===== src/rtl/core/cmsp_pkg.sv =====
// Package for the CoAP message stream parser.
// Parse phases, byte classes, status codes, parser state and result types.
// No dependencies.
package cmsp_pkg;

    typedef enum logic [2:0] {
        PH_HDR,
        PH_TOKEN,
        PH_OPTHEAD,
        PH_OPTEXT,
        PH_OPTVAL,
        PH_PAYLOAD,
        PH_ERROR
    } phase_t;

    localparam logic [2:0] CLS_HEADER   = 3'd0;
    localparam logic [2:0] CLS_TOKEN    = 3'd1;
    localparam logic [2:0] CLS_OPT_HEAD = 3'd2;
    localparam logic [2:0] CLS_OPT_EXT  = 3'd3;
    localparam logic [2:0] CLS_OPT_VAL  = 3'd4;
    localparam logic [2:0] CLS_MARKER   = 3'd5;
    localparam logic [2:0] CLS_PAYLOAD  = 3'd6;
    localparam logic [2:0] CLS_IGNORED  = 3'd7;

    localparam logic [1:0] ST_OK        = 2'd0;
    localparam logic [1:0] ST_VERSION   = 2'd1;
    localparam logic [1:0] ST_MALFORMED = 2'd2;

    localparam logic [1:0] MT_NON = 2'd1;
    localparam logic [1:0] MT_RST = 2'd3;

    localparam logic [1:0] COAP_VERSION  = 2'd1;
    localparam logic [3:0] MAX_TOKEN_LEN = 4'd8;
    localparam logic [3:0] NIB_EXT8      = 4'd13;
    localparam logic [3:0] NIB_EXT16     = 4'd14;
    localparam logic [3:0] NIB_RESERVED  = 4'd15;
    localparam logic [7:0] PAYLOAD_MARK  = 8'hFF;
    localparam logic [16:0] EXT8_BASE    = 17'd13;
    localparam logic [16:0] EXT16_BASE   = 17'd269;

    typedef struct packed {
        phase_t      phase;
        logic [16:0] phase_count;
        logic [1:0]  hdr_type;
        logic [3:0]  hdr_token_len;
        logic [2:0]  hdr_class;
        logic [4:0]  hdr_detail;
        logic [15:0] hdr_msg_id;
        logic [16:0] delta_acc;
        logic [16:0] length_acc;
        logic [15:0] prev_option_number;
        logic        saw_option;
        logic        saw_payload;
        logic [1:0]  error_code;
        logic [1:0]  dlt_left;
        logic        dlt_wide;
        logic [1:0]  len_left;
        logic        len_wide;
    } parse_state_t;

    localparam parse_state_t PARSE_RESET = '{
        phase: PH_HDR,
        phase_count: 17'd0,
        hdr_type: 2'd0,
        hdr_token_len: 4'd0,
        hdr_class: 3'd0,
        hdr_detail: 5'd0,
        hdr_msg_id: 16'd0,
        delta_acc: 17'd0,
        length_acc: 17'd0,
        prev_option_number: 16'd0,
        saw_option: 1'b0,
        saw_payload: 1'b0,
        error_code: 2'd0,
        dlt_left: 2'd0,
        dlt_wide: 1'b0,
        len_left: 2'd0,
        len_wide: 1'b0
    };

    typedef struct packed {
        logic [2:0]  byte_class;
        logic [7:0]  data_out;
        logic [15:0] option_number;
        logic [16:0] option_length;
        logic        done_res;
        logic [1:0]  status;
        logic [1:0]  msg_type;
        logic [3:0]  token_length;
        logic [2:0]  msg_class;
        logic [4:0]  msg_detail;
        logic [15:0] message_id;
    } result_t;

endpackage


===== src/rtl/core/cmsp_in_stage.sv =====
// Input register stage of the CoAP message stream parser.
// Holds one accepted item until the decode stage takes it. Uses nothing else.
module cmsp_in_stage
(
    input  logic       clk,
    input  logic       rst_n,
    input  logic       in_valid,
    output logic       in_ready,
    input  logic [7:0] data,
    input  logic       last,
    input  logic       take,
    output logic       valid_q,
    output logic [7:0] data_q,
    output logic       last_q
);

    logic       valid_reg;
    logic       valid_next;
    logic [7:0] data_reg;
    logic       last_reg;

    assign in_ready   = !valid_reg || take;
    assign valid_next = (in_valid && in_ready) ? 1'b1 : (take ? 1'b0 : valid_reg);

    always_ff @(posedge clk or negedge rst_n)
    begin
        if (!rst_n)
        begin
            valid_reg <= 1'b0;
        end
        else
        begin
            valid_reg <= valid_next;
        end
    end

    always_ff @(posedge clk)
    begin
        if (in_valid && in_ready)
        begin
            data_reg <= data;
            last_reg <= last;
        end
    end

    assign valid_q = valid_reg;
    assign data_q  = data_reg;
    assign last_q  = last_reg;

endmodule


===== src/rtl/core/cmsp_decode.sv =====
// Per-byte decode of the CoAP message stream parser.
// Next parser state and the result for one byte, from the current state.
// Depends on cmsp_pkg.
module cmsp_decode
    import cmsp_pkg::*;
(
    input  parse_state_t cur,
    input  logic [7:0]   data,
    input  logic         last,
    output parse_state_t nxt,
    output result_t      res
);

    parse_state_t upd;
    logic [2:0]   cls;
    logic         show;
    logic [1:0]   status;
    logic [3:0]   dn;
    logic [3:0]   ln;
    logic [16:0]  head_sum;
    logic [16:0] ext_delta;
    logic [17:0] ext_sum;
    logic [16:0] ext_len;
    logic        class_ok;

    assign dn        = data[7:4];
    assign ln        = data[3:0];
    assign head_sum  = {1'b0, cur.prev_option_number} + {13'd0, dn};
    assign ext_delta = {1'b0, cur.delta_acc[7:0], data}
                       + (cur.dlt_wide ? EXT16_BASE : EXT8_BASE);
    assign ext_sum   = {2'b00, cur.prev_option_number} + {1'b0, ext_delta};
    assign ext_len   = {1'b0, cur.length_acc[7:0], data}
                       + (cur.len_wide ? EXT16_BASE : EXT8_BASE);
    assign class_ok  = (data[7:5] == 3'd0) || (data[7:5] == 3'd2)
                       || (data[7:5] == 3'd4) || (data[7:5] == 3'd5);

    always_comb
    begin
        upd  = cur;
        cls  = CLS_IGNORED;
        show = 1'b0;
        case (cur.phase)
            PH_HDR:
            begin
                cls = CLS_HEADER;
                case (cur.phase_count[1:0])
                    2'd0:
                    begin
                        upd.hdr_type      = data[5:4];
                        upd.hdr_token_len = data[3:0];
                        if (data[7:6] != COAP_VERSION)
                        begin
                            upd.error_code = ST_VERSION;
                        end
                        else if (data[3:0] > MAX_TOKEN_LEN)
                        begin
                            upd.error_code = ST_MALFORMED;
                        end
                    end
                    2'd1:
                    begin
                        upd.hdr_class  = data[7:5];
                        upd.hdr_detail = data[4:0];
                        if (cur.error_code == ST_OK && !class_ok)
                        begin
                            upd.error_code = ST_MALFORMED;
                        end
                    end
                    2'd2:
                    begin
                        upd.hdr_msg_id = {data, 8'h00};
                    end
                    default:
                    begin
                        upd.hdr_msg_id = {cur.hdr_msg_id[15:8], data};
                    end
                endcase
                if (cur.phase_count[1:0] != 2'd3)
                begin
                    upd.phase_count = cur.phase_count + 17'd1;
                end
                else if (upd.error_code != ST_OK)
                begin
                    upd.phase = PH_ERROR;
                end
                else if (upd.hdr_token_len != 4'd0)
                begin
                    upd.phase       = PH_TOKEN;
                    upd.phase_count = {13'd0, upd.hdr_token_len};
                end
                else
                begin
                    upd.phase = PH_OPTHEAD;
                end
            end
            PH_TOKEN:
            begin
                cls = CLS_TOKEN;
                if (cur.phase_count != 17'd0)
                begin
                    upd.phase_count = cur.phase_count - 17'd1;
                end
                if (upd.phase_count == 17'd0)
                begin
                    upd.phase = PH_OPTHEAD;
                end
            end
            PH_OPTHEAD:
            begin
                if (data == PAYLOAD_MARK)
                begin
                    cls       = CLS_MARKER;
                    upd.phase = PH_PAYLOAD;
                end
                else
                begin
                    cls            = CLS_OPT_HEAD;
                    show           = 1'b1;
                    upd.length_acc = 17'd0;
                    if (dn == NIB_RESERVED || ln == NIB_RESERVED)
                    begin
                        upd.error_code = ST_MALFORMED;
                        upd.phase      = PH_ERROR;
                    end
                    else
                    begin
                        upd.saw_option = 1'b1;
                        upd.dlt_wide   = (dn == NIB_EXT16);
                        upd.dlt_left   = (dn < NIB_EXT8) ? 2'd0
                                         : ((dn == NIB_EXT8) ? 2'd1 : 2'd2);
                        upd.len_wide   = (ln == NIB_EXT16);
                        upd.len_left   = (ln < NIB_EXT8) ? 2'd0
                                         : ((ln == NIB_EXT8) ? 2'd1 : 2'd2);
                        upd.length_acc = (ln < NIB_EXT8) ? {13'd0, ln} : 17'd0;
                        upd.delta_acc  = (dn < NIB_EXT8) ? {13'd0, dn} : 17'd0;
                        if (dn < NIB_EXT8)
                        begin
                            if (head_sum[16])
                            begin
                                upd.error_code = ST_MALFORMED;
                                upd.phase      = PH_ERROR;
                            end
                            else
                            begin
                                upd.prev_option_number = head_sum[15:0];
                            end
                        end
                        if (upd.phase != PH_ERROR)
                        begin
                            if (dn < NIB_EXT8 && ln < NIB_EXT8)
                            begin
                                if (ln == 4'd0)
                                begin
                                    upd.phase = PH_OPTHEAD;
                                end
                                else
                                begin
                                    upd.phase       = PH_OPTVAL;
                                    upd.phase_count = {13'd0, ln};
                                end
                            end
                            else
                            begin
                                upd.phase = PH_OPTEXT;
                            end
                        end
                    end
                end
            end
            PH_OPTEXT:
            begin
                cls  = CLS_OPT_EXT;
                show = 1'b1;
                if (cur.dlt_left != 2'd0)
                begin
                    upd.delta_acc = {1'b0, cur.delta_acc[7:0], data};
                    upd.dlt_left  = cur.dlt_left - 2'd1;
                    if (cur.dlt_left == 2'd1)
                    begin
                        upd.delta_acc = ext_delta;
                        if (ext_sum[17:16] != 2'b00)
                        begin
                            upd.error_code = ST_MALFORMED;
                            upd.phase      = PH_ERROR;
                        end
                        else
                        begin
                            upd.prev_option_number = ext_sum[15:0];
                        end
                    end
                end
                else if (cur.len_left != 2'd0)
                begin
                    upd.length_acc = {1'b0, cur.length_acc[7:0], data};
                    upd.len_left   = cur.len_left - 2'd1;
                    if (cur.len_left == 2'd1)
                    begin
                        upd.length_acc = ext_len;
                    end
                end
                if (upd.phase != PH_ERROR && upd.dlt_left == 2'd0
                    && upd.len_left == 2'd0)
                begin
                    if (upd.length_acc == 17'd0)
                    begin
                        upd.phase = PH_OPTHEAD;
                    end
                    else
                    begin
                        upd.phase       = PH_OPTVAL;
                        upd.phase_count = upd.length_acc;
                    end
                end
            end
            PH_OPTVAL:
            begin
                cls  = CLS_OPT_VAL;
                show = 1'b1;
                if (cur.phase_count != 17'd0)
                begin
                    upd.phase_count = cur.phase_count - 17'd1;
                end
                if (upd.phase_count == 17'd0)
                begin
                    upd.phase = PH_OPTHEAD;
                end
            end
            PH_PAYLOAD:
            begin
                cls             = CLS_PAYLOAD;
                upd.saw_payload = 1'b1;
            end
            default:
            begin
                cls       = CLS_IGNORED;
                upd.phase = PH_ERROR;
            end
        endcase
    end

    // Final status, precedence: short header, latched error, early end, empty/reset rules
    always_comb
    begin
        status = ST_OK;
        if (last)
        begin
            if (upd.phase == PH_HDR)
            begin
                status = ST_MALFORMED;
            end
            else if (upd.error_code != ST_OK)
            begin
                status = upd.error_code;
            end
            else if (!(upd.phase == PH_OPTHEAD
                       || (upd.phase == PH_PAYLOAD && upd.saw_payload)))
            begin
                status = ST_MALFORMED;
            end
            else if (upd.hdr_class == 3'd0 && upd.hdr_detail == 5'd0)
            begin
                status = (upd.hdr_type == MT_NON || upd.hdr_token_len != 4'd0
                          || upd.saw_option || upd.saw_payload) ? ST_MALFORMED : ST_OK;
            end
            else
            begin
                status = (upd.hdr_type == MT_RST) ? ST_MALFORMED : ST_OK;
            end
        end
    end

    always_comb
    begin
        res.byte_class    = cls;
        res.data_out      = data;
        res.option_number = show ? upd.prev_option_number : 16'd0;
        res.option_length = show ? upd.length_acc : 17'd0;
        res.done_res      = last;
        res.status        = status;
        res.msg_type      = upd.hdr_type;
        res.token_length  = upd.hdr_token_len;
        res.msg_class     = upd.hdr_class;
        res.msg_detail    = upd.hdr_detail;
        res.message_id    = upd.hdr_msg_id;
    end

    assign nxt = last ? PARSE_RESET : upd;

endmodule


===== src/rtl/core/coap_message_stream_parser_top.sv =====
// CoAP message stream parser, top level.
// Input register, per-byte decode, parser state and result register.
// Depends on cmsp_pkg, cmsp_in_stage and cmsp_decode.
//
// Takes one datagram byte per item, with last on the final byte, and returns one
// labelled result per byte. One item is accepted every clock cycle when the output
// side keeps taking results; a result is presented once its byte has passed the input
// register and been decoded into the result register, which waits while a result
// is held. The parser state is updated together with the result register. The
// result for the last byte carries the final status, and the parser then returns
// to its reset state for the next datagram.
module coap_message_stream_parser_top
    import cmsp_pkg::*;
(
    input  logic        clk,
    input  logic        rst_n,
    input  logic        in_valid,
    output logic        in_ready,
    input  logic [7:0]  data,
    input  logic        last,
    output logic        out_valid,
    input  logic        out_ready,
    output logic [2:0]  byte_class,
    output logic [7:0]  data_out,
    output logic [15:0] option_number,
    output logic [16:0] option_length,
    output logic        done_res,
    output logic [1:0]  status,
    output logic [1:0]  msg_type,
    output logic [3:0]  token_length,
    output logic [2:0]  msg_class,
    output logic [4:0]  msg_detail,
    output logic [15:0] message_id
);

    logic         s1_valid;
    logic [7:0]   s1_data;
    logic         s1_last;
    logic         advance;
    parse_state_t state_reg;
    parse_state_t state_next;
    result_t      res_next;
    result_t      res_reg;
    logic         out_valid_reg;

    assign advance = s1_valid && (!out_valid_reg || out_ready);

    cmsp_in_stage u_in_stage
    (
        .clk      (clk),
        .rst_n    (rst_n),
        .in_valid (in_valid),
        .in_ready (in_ready),
        .data     (data),
        .last     (last),
        .take     (advance),
        .valid_q  (s1_valid),
        .data_q   (s1_data),
        .last_q   (s1_last)
    );

    cmsp_decode u_decode
    (
        .cur  (state_reg),
        .data (s1_data),
        .last (s1_last),
        .nxt  (state_next),
        .res  (res_next)
    );

    always_ff @(posedge clk or negedge rst_n)
    begin
        if (!rst_n)
        begin
            state_reg     <= PARSE_RESET;
            out_valid_reg <= 1'b0;
        end
        else
        begin
            if (advance)
            begin
                state_reg     <= state_next;
                out_valid_reg <= 1'b1;
            end
            else if (out_ready)
            begin
                out_valid_reg <= 1'b0;
            end
        end
    end

    always_ff @(posedge clk)
    begin
        if (advance)
        begin
            res_reg <= res_next;
        end
    end

    assign out_valid     = out_valid_reg;
    assign byte_class    = res_reg.byte_class;
    assign data_out      = res_reg.data_out;
    assign option_number = res_reg.option_number;
    assign option_length = res_reg.option_length;
    assign done_res      = res_reg.done_res;
    assign status        = res_reg.status;
    assign msg_type      = res_reg.msg_type;
    assign token_length  = res_reg.token_length;
    assign msg_class     = res_reg.msg_class;
    assign msg_detail    = res_reg.msg_detail;
    assign message_id    = res_reg.message_id;

    a_reset_after_last: assert property (@(posedge clk) disable iff (!rst_n)
        advance && s1_last |=> state_reg.phase == PH_HDR && state_reg.phase_count == 17'd0)
        else $error("parser state not cleared after last byte");

    a_status_only_done: assert property (@(posedge clk) disable iff (!rst_n)
        out_valid && !done_res |-> status == ST_OK)
        else $error("status set on a result that is not the last");

    a_no_option_fields: assert property (@(posedge clk) disable iff (!rst_n)
        out_valid && (byte_class == CLS_HEADER || byte_class == CLS_TOKEN
                      || byte_class == CLS_PAYLOAD)
        |-> option_number == 16'd0 && option_length == 17'd0)
        else $error("option fields set outside options");

    a_stall_only_when_full: assert property (@(posedge clk) disable iff (!rst_n)
        !in_ready |-> s1_valid && out_valid && !out_ready)
        else $error("input stalled without a full pipeline");

endmodule


===== config.mk =====
export PLATFORM = sky130hd
export DESIGN_NAME = coap_message_stream_parser_top
export DESIGN_NICKNAME = d
export VERILOG_FILES = /design/src/rtl/core/cmsp_pkg.sv /design/src/rtl/core/cmsp_in_stage.sv /design/src/rtl/core/cmsp_decode.sv /design/src/rtl/core/coap_message_stream_parser_top.sv
export SDC_FILE = /design/constraint.sdc
export NUM_CORES = 1
export LEC_CHECK = 0
export BUFFER_PORTS_ARGS = -buffer_cell sky130_fd_sc_hd__buf_2
export CAP_MARGIN = 25
export CORE_MARGIN = 4
export CORE_UTILIZATION = 50
export DETAILED_ROUTE_END_ITERATION = 16
export PLACE_DENSITY = 0.73
export SETUP_SLACK_MARGIN = 0.05
export SYNTH_ARGS = -nofsm -noshare
export SYNTH_HDL_FRONTEND = slang
export SYNTH_SLANG_ARGS = --single-unit
export TNS_END_PERCENT = 5

===== constraint.sdc =====
create_clock -name clk -period 8.8 [get_ports clk]
set_input_delay 1.76 -clock clk [delete_from_list [all_inputs] [get_ports clk]]
set_output_delay 1.76 -clock clk [all_outputs]
set_load 0.01 [all_outputs]

[Yosys cells after proc, flatten, opt, wreduce, memory -nomap -nowiden]
Cells that the tools add are included.
Storage, ports and cells
  input bits: 13
  bits in registers: 189
  logic and storage cells: 238
Cells by class
  order comparisons: 3
  bitwise logic cells: 1
  mux-type cells: 100
  reduce and logical (&&, ||, !) cells: 54
  add/subtract/negate cells: 8
  eq/ne operators: 39
Operator list (count)
  $mux 17: 17
  $mux 110: 1
  $mux 51: 2
  $pmux 50 s2: 1
  $pmux 17 s5: 1
  $mux 16: 5
  $mux 3: 19
  $logic_not 17->1: 3
  $mux 2: 23
  $mux 20: 2
  $pmux 3 s6: 2
  $pmux 16 s2: 1
  $mux 30: 1
  $eq 4x4->1 const B: 6
  $add 16x17->18: 1
  $mux 6: 3
  $mux 9: 2
  $ne 3x3->1 const B: 6
  $add 16x17->17: 1
  $add 16x4->17: 1
  $add 16x9->17: 1
  $add 17x1->17 const B: 1
  $reduce_bool 17->1: 1
  $sub 17x1->17 const B: 1
  36 further kinds: 103

[Longest topological paths before layout]
  depth in word-level cells: 19
  gate-level depth with buffers: 19

[By module]
A second synthesis with hierarchy kept.
Second synthesis, totals
  cells, all modules: 1482
  area total of the unflattened synthesis: 14079.8 um^2
Modules (own cells, without submodules)
  coap_message_stream_parser_top: cells an instance 314, instances 1, area each 6902.9 um^2
  cmsp_decode: cells an instance 1155, instances 1, area each 6852.8 um^2
  cmsp_in_stage: cells an instance 13, instances 1, area each 324.1 um^2

[Worst setup path after synthesis]
OpenSTA, ideal clock, no wires.
  kind: input -> register
  start point: input out_ready
  end point: register state_reg[10] (netlist bit)
  buffers on the path: 1
  required time: 8.667 ns
  cell stages on the path: 7
  library setup time: 0.133 ns
  arrival: 5.108 ns
  slack: 3.558 ns
  cell sequence: nand2b_1 nand2_1 inv_1 clkbuf_1 o21ai_0 nand2_1 o21ai_0
On the way
  cells in the longest elaborated chain, start to end: 2
Ends and longest elaborated chain
  start: declaration: RTL line coap_message_stream_parser_top.sv:22  | input logic out_ready,
  $logic_or 1x1->1: RTL line coap_message_stream_parser_top.sv:46  | assign advance = s1_valid && (!out_valid_reg || out_ready);
  $logic_and 1x1->1: RTL line coap_message_stream_parser_top.sv:46
  via advance: RTL line coap_message_stream_parser_top.sv:39  | logic advance;
  end signal: assignment: RTL line coap_message_stream_parser_top.sv:82  | state_reg <= state_next;
  end: declaration: RTL line coap_message_stream_parser_top.sv:40  | parse_state_t state_reg;
The timed path passes the listed nets, and every way through them passes these cells.
A chain may end at the register's enable or synchronous reset.

[Worst setup path after layout]
  start point: register u_in_stage.data_reg[1], in the netlist u_in_stage.data_q[1]
  end point: register res_reg (netlist bit option_number[2]), data pin
On the way
  cells in the longest elaborated chain, start to end: 7
  elaborated cells between the ends (all ways): 14
  classes of those cells: 2 x add/sub; 2 x eq/ne; 8 x mux; 2 x reduce/logical
Ends and longest elaborated chain
  start: declaration: RTL line cmsp_in_stage.sv:19  | logic [7:0] data_reg;
  start signal: assignment: RTL line cmsp_in_stage.sv:41  | data_reg <= data;
  $add 16x9->17: RTL line cmsp_decode.sv:30  | + (cur.dlt_wide ? EXT16_BASE : EXT8_BASE);
  $add 16x17->18: RTL line cmsp_decode.sv:31  | assign ext_sum = {2'b00, cur.prev_option_number} + {1'b0, ext_delta};
  $reduce_bool 2->1: RTL line cmsp_decode.sv:181  | if (ext_sum[17:16] != 2'b00)
  $mux 16: RTL line cmsp_decode.sv:181
  $mux 16: RTL line cmsp_decode.sv:178  | if (cur.dlt_left == 2'd1)
  $mux 16: RTL line cmsp_decode.sv:174  | if (cur.dlt_left != 2'd0)
  $pmux 50 s2: RTL line cmsp_decode.sv:42  | case (cur.phase)
  end signal: assignment: RTL line coap_message_stream_parser_top.sv:96  | res_reg <= res_next;
  end: declaration: RTL line coap_message_stream_parser_top.sv:43  | result_t res_reg;
Parallel ways exist; a longest one is shown, timed or not. The select of a mux whose other input is x is not followed.

==> run metrics <==
DR vias=approximately 11000; Worst path max stage delay=~0.7 ns; CP Data Required Time=8.99 ns; Reg2Reg Setup Slack=about 3.4 ns; I/O pin count=92; clock latency on the worst-skew pair=0.45 ns; TritonCTS clock tree=yes; DRT antenna net count=0; FFs w/ async S/R, synth=a little over half; Slew @ Worst Pin=1.01 ns; WHS=roughly 0.48 ns; Initial Utilization=between 50% and 60%; CP Buf/Inv Count=0; All-Layer GR Usage=between 20% and 30%; DR pass1 iterations=6; Slew HR=31.9%; routed wire length=~35000 um; Power, Total=0.00308 W; Reg clk slew, reported paths=0.08 ns; RSZ-0062 raised after global routing=no; Syn Area/Cell=between 9 and 10 um2; largest cells by area after synthesis=edfxtp_1, dfrtp_1, nand2_1; largest net degree at the start of global routing=between 70 and 80; Vias/cell=between 6 and 7; Hold Path Origin=u_in_stage.data_q[7]; predominant post-synthesis flop cell=dfrtp_1; hold depth=0; outcome=completed; area grow syn2layout=10.4%; Max Clock Skew=~0.015 ns; Cells after Synth=1292; initial drt markers=1292; post-CTS setup buffer count=0; Final Hold Fails=0; Core Box Area=approximately 23000 um2; crit path time final=5.43 ns; worst-path maximum fanout=17; Final #Nets=between 1000 and 1500; LEAKAGE=around 5.4 nW; grt ovf=0; Antenna diodes=0; first-pass GRT wire length=~57000 um; Final Max Slew Viols=0; hold_buf cts=0; pwr dens=between 200 and 250 nW/um2; r2r endpoint=option_number[2]; setup violators final=0; DP HPWL=approximately 24000 um; Crit Path Class=register to register; met3 wire len=2930 um; WP data arrival=around 5.6 ns; CP Capture Type=register; #FFs+latches synth=between 150 and 200; combinational share of power=between 30% and 40%; Die Ht=163 um; top sig layer=met4; CTS H-tree lvls=4; sequential power share=38.8%; highest clock rate=about 180 MHz; Seq/Total Area, Yosys=43.2%; initial antenna violation count=0; cells on worst reg2reg path=16; row count=56; Worst IR Drop VDD=roughly 0.11 mV; Startpoint Class=register; slowest cell on the critical path=edfxtp_1; portion of total power attributed to the clock network=24.8%; post-CTS sizing=0; Yosys cell types=85; max reg flops=101; Max clock buf depth=2; max cap viols=0; Internal=about 0.0019 W; crit path from=u_in_stage.data_q[1]; cts bufs inserted=17; final critical-path share of the clock period=about 62%; hold endpoint=data_out[7]; routability-driven placement congestion ratio=around 0.99; die area=26400 um2; Clock Sinks=about 190; WL per Instance=about 21 um; DRC viols=0; cell taking the most area after synthesis=edfxtp_1; Sw Ratio=roughly two fifths; TNS Setup=0 ns; Syn Nets=about 1300; met2 wire length=approximately 16000 um; Post-synth EDFFs=86; top cell family by delay on the critical path=compound AO/OA/AOI/OAI gates; Yosys top cell area share=21.6%; Cell Chain, Critical Path=ha_1 -> or3_1 -> a31oi_1 -> nand2b_1 -> nor2_1 -> xnor2_1 -> ha_1 -> a21oi_1 -> o21ai_0 -> a221o_1 -> a2111oi_4 -> a21oi_2 -> nor2_2 -> mux2_2 -> a221oi_1 -> nor2_1; Post-Syn Area=11900 um2; share of layout cells above drive strength 1=14.3%; number of buffers added on ports=91; DRT met1 WL=between 15000 and 20000 um; vias in the first global route=between 10000 and 15000; RR Startpoint=u_in_stage.data_q[1]; Root Buffer=clkbuf_16; sw power=0.00122 W; hold crit path type=register to register; Die Wd=around 160 um; Ys Warns=0
## synthesized netlist by cell type, types with 11 or more instances
| library cell | n |
|---|---|
| nand2_1 | 151 |
| dfrtp_1 | 103 |
| o21ai_0 | 103 |
| nor2_1 | 88 |
| edfxtp_1 | 86 |
| a21oi_1 | 85 |
| clkbuf_1 | 77 |
| a22o_1 | 62 |
| nor3_1 | 37 |
| inv_1 | 35 |
| xnor2_1 | 34 |
| ha_1 | 32 |
| nor4_1 | 23 |
| nand3_1 | 22 |
| mux2_2 | 18 |
| and3_1 | 17 |
| o211ai_1 | 17 |
| xor2_1 | 17 |
| nand2b_1 | 16 |
| a21o_1 | 15 |
| a31oi_1 | 15 |
| a211oi_1 | 12 |
| nand4_1 | 12 |
| mux2i_1 | 11 |
## worst register-to-register path, delay by kind of cell, from the launching register on
family / cells / cell delay, ns
xor gates and xnor gates: 1 / 0.13
muxes: 1 / 0.41
adders and majority gates: 2 / 0.85
AOI/OAI and AO/OA: 7 / 1.72
and+or+nand+nor: 5 / 1.37
DFF: 1 / 0.71
## metrics by stage
step	instances	instance area, um2	setup WS, ns	utilization, %
2_1_floorplan	1292	11900	3.56	-
3_3_place_gp	1629	12600	3.57	53.6
4_1_cts	1662	13200	3.45	56.1
6_report	1664	13200	3.37	56.2
3_5_place_dp	1630	12600	3.47	53.6
5_1_grt	1664	13200	3.09	56.2
## cells in the final DEF, fill, tap and decap left out, types with 15 or more instances in the layout
master / count
nand3_1: 22
nand2b_1: 16
a22o_1: 62
nor2_1: 85
ha_1: 32
buf_2: 90
and3_1: 17
o211ai_1: 17
edfxtp_1: 86
inv_1: 34
nor3_1: 37
buf_4: 23
a21oi_1: 85
mux2_2: 18
xor2_1: 17
a31oi_1: 15
o21ai_0: 103
clkbuf_16: 17
nand2_1: 150
dfrtp_1: 103
nor4_1: 23
a21o_1: 15
xnor2_1: 34
## power by group through the flow
stage / Combinational, W / Clock, W / Sequential (W)
finish: 0.00112 / 0.000762 / 0.00119
global route: 0.00123 / 0.000806 / 0.00121
CTS: 0.00110 / 0.000770 / 0.00119
detailed placement: 0.00109 / 0 / 0.00121
global placement: 0.00109 / 0 / 0.00120
floorplan: 0.000839 / 0 / 0.00116
## cell families after synthesis
family,share of synthesized area [%]
flip-flops,43.2
AO/OA/AOI/OAI,24.9
adder cells (fa/ha/maj),3.69
multiplexers,2.62
AND/OR/NAND/NOR,17.5
buffers and inverters,4.30
XOR/XNOR,3.74
## layout make-up
class / count / area [um2]
multi-input cells: 974 / 6280
repair buffers: 114 / 638
well taps: 319 / 399
clock buffers: 17 / 425
inverters: 36 / 136
clock inverters: 15 / 151
flip-flops and latches: 189 / 5160
fillers: 2054 / 10300
## worst max path at each step
stage,cells past startpoint,end,slack [ns]
3_3_place_gp,16,state_reg[104],3.57
3_5_place_dp,16,option_number[2],3.47
4_1_cts,16,option_number[2],3.45
5_1_grt,16,option_number[2],3.09
6_report,16,option_number[2],3.37
2_1_floorplan,7,state_reg[10],3.56
## routing by layer
| layer | vias up | GRT usage, % |
|---|---|---|
| li1 | 4951 | - |
| met1 | 5239 | 39.0 |
| met2 | 635 | 40.2 |
| met3 | 101 | 3.49 |
| met4 | 0 | 11.1 |
| met5 | - | 0 |
(Power assumes the default switching activity.)
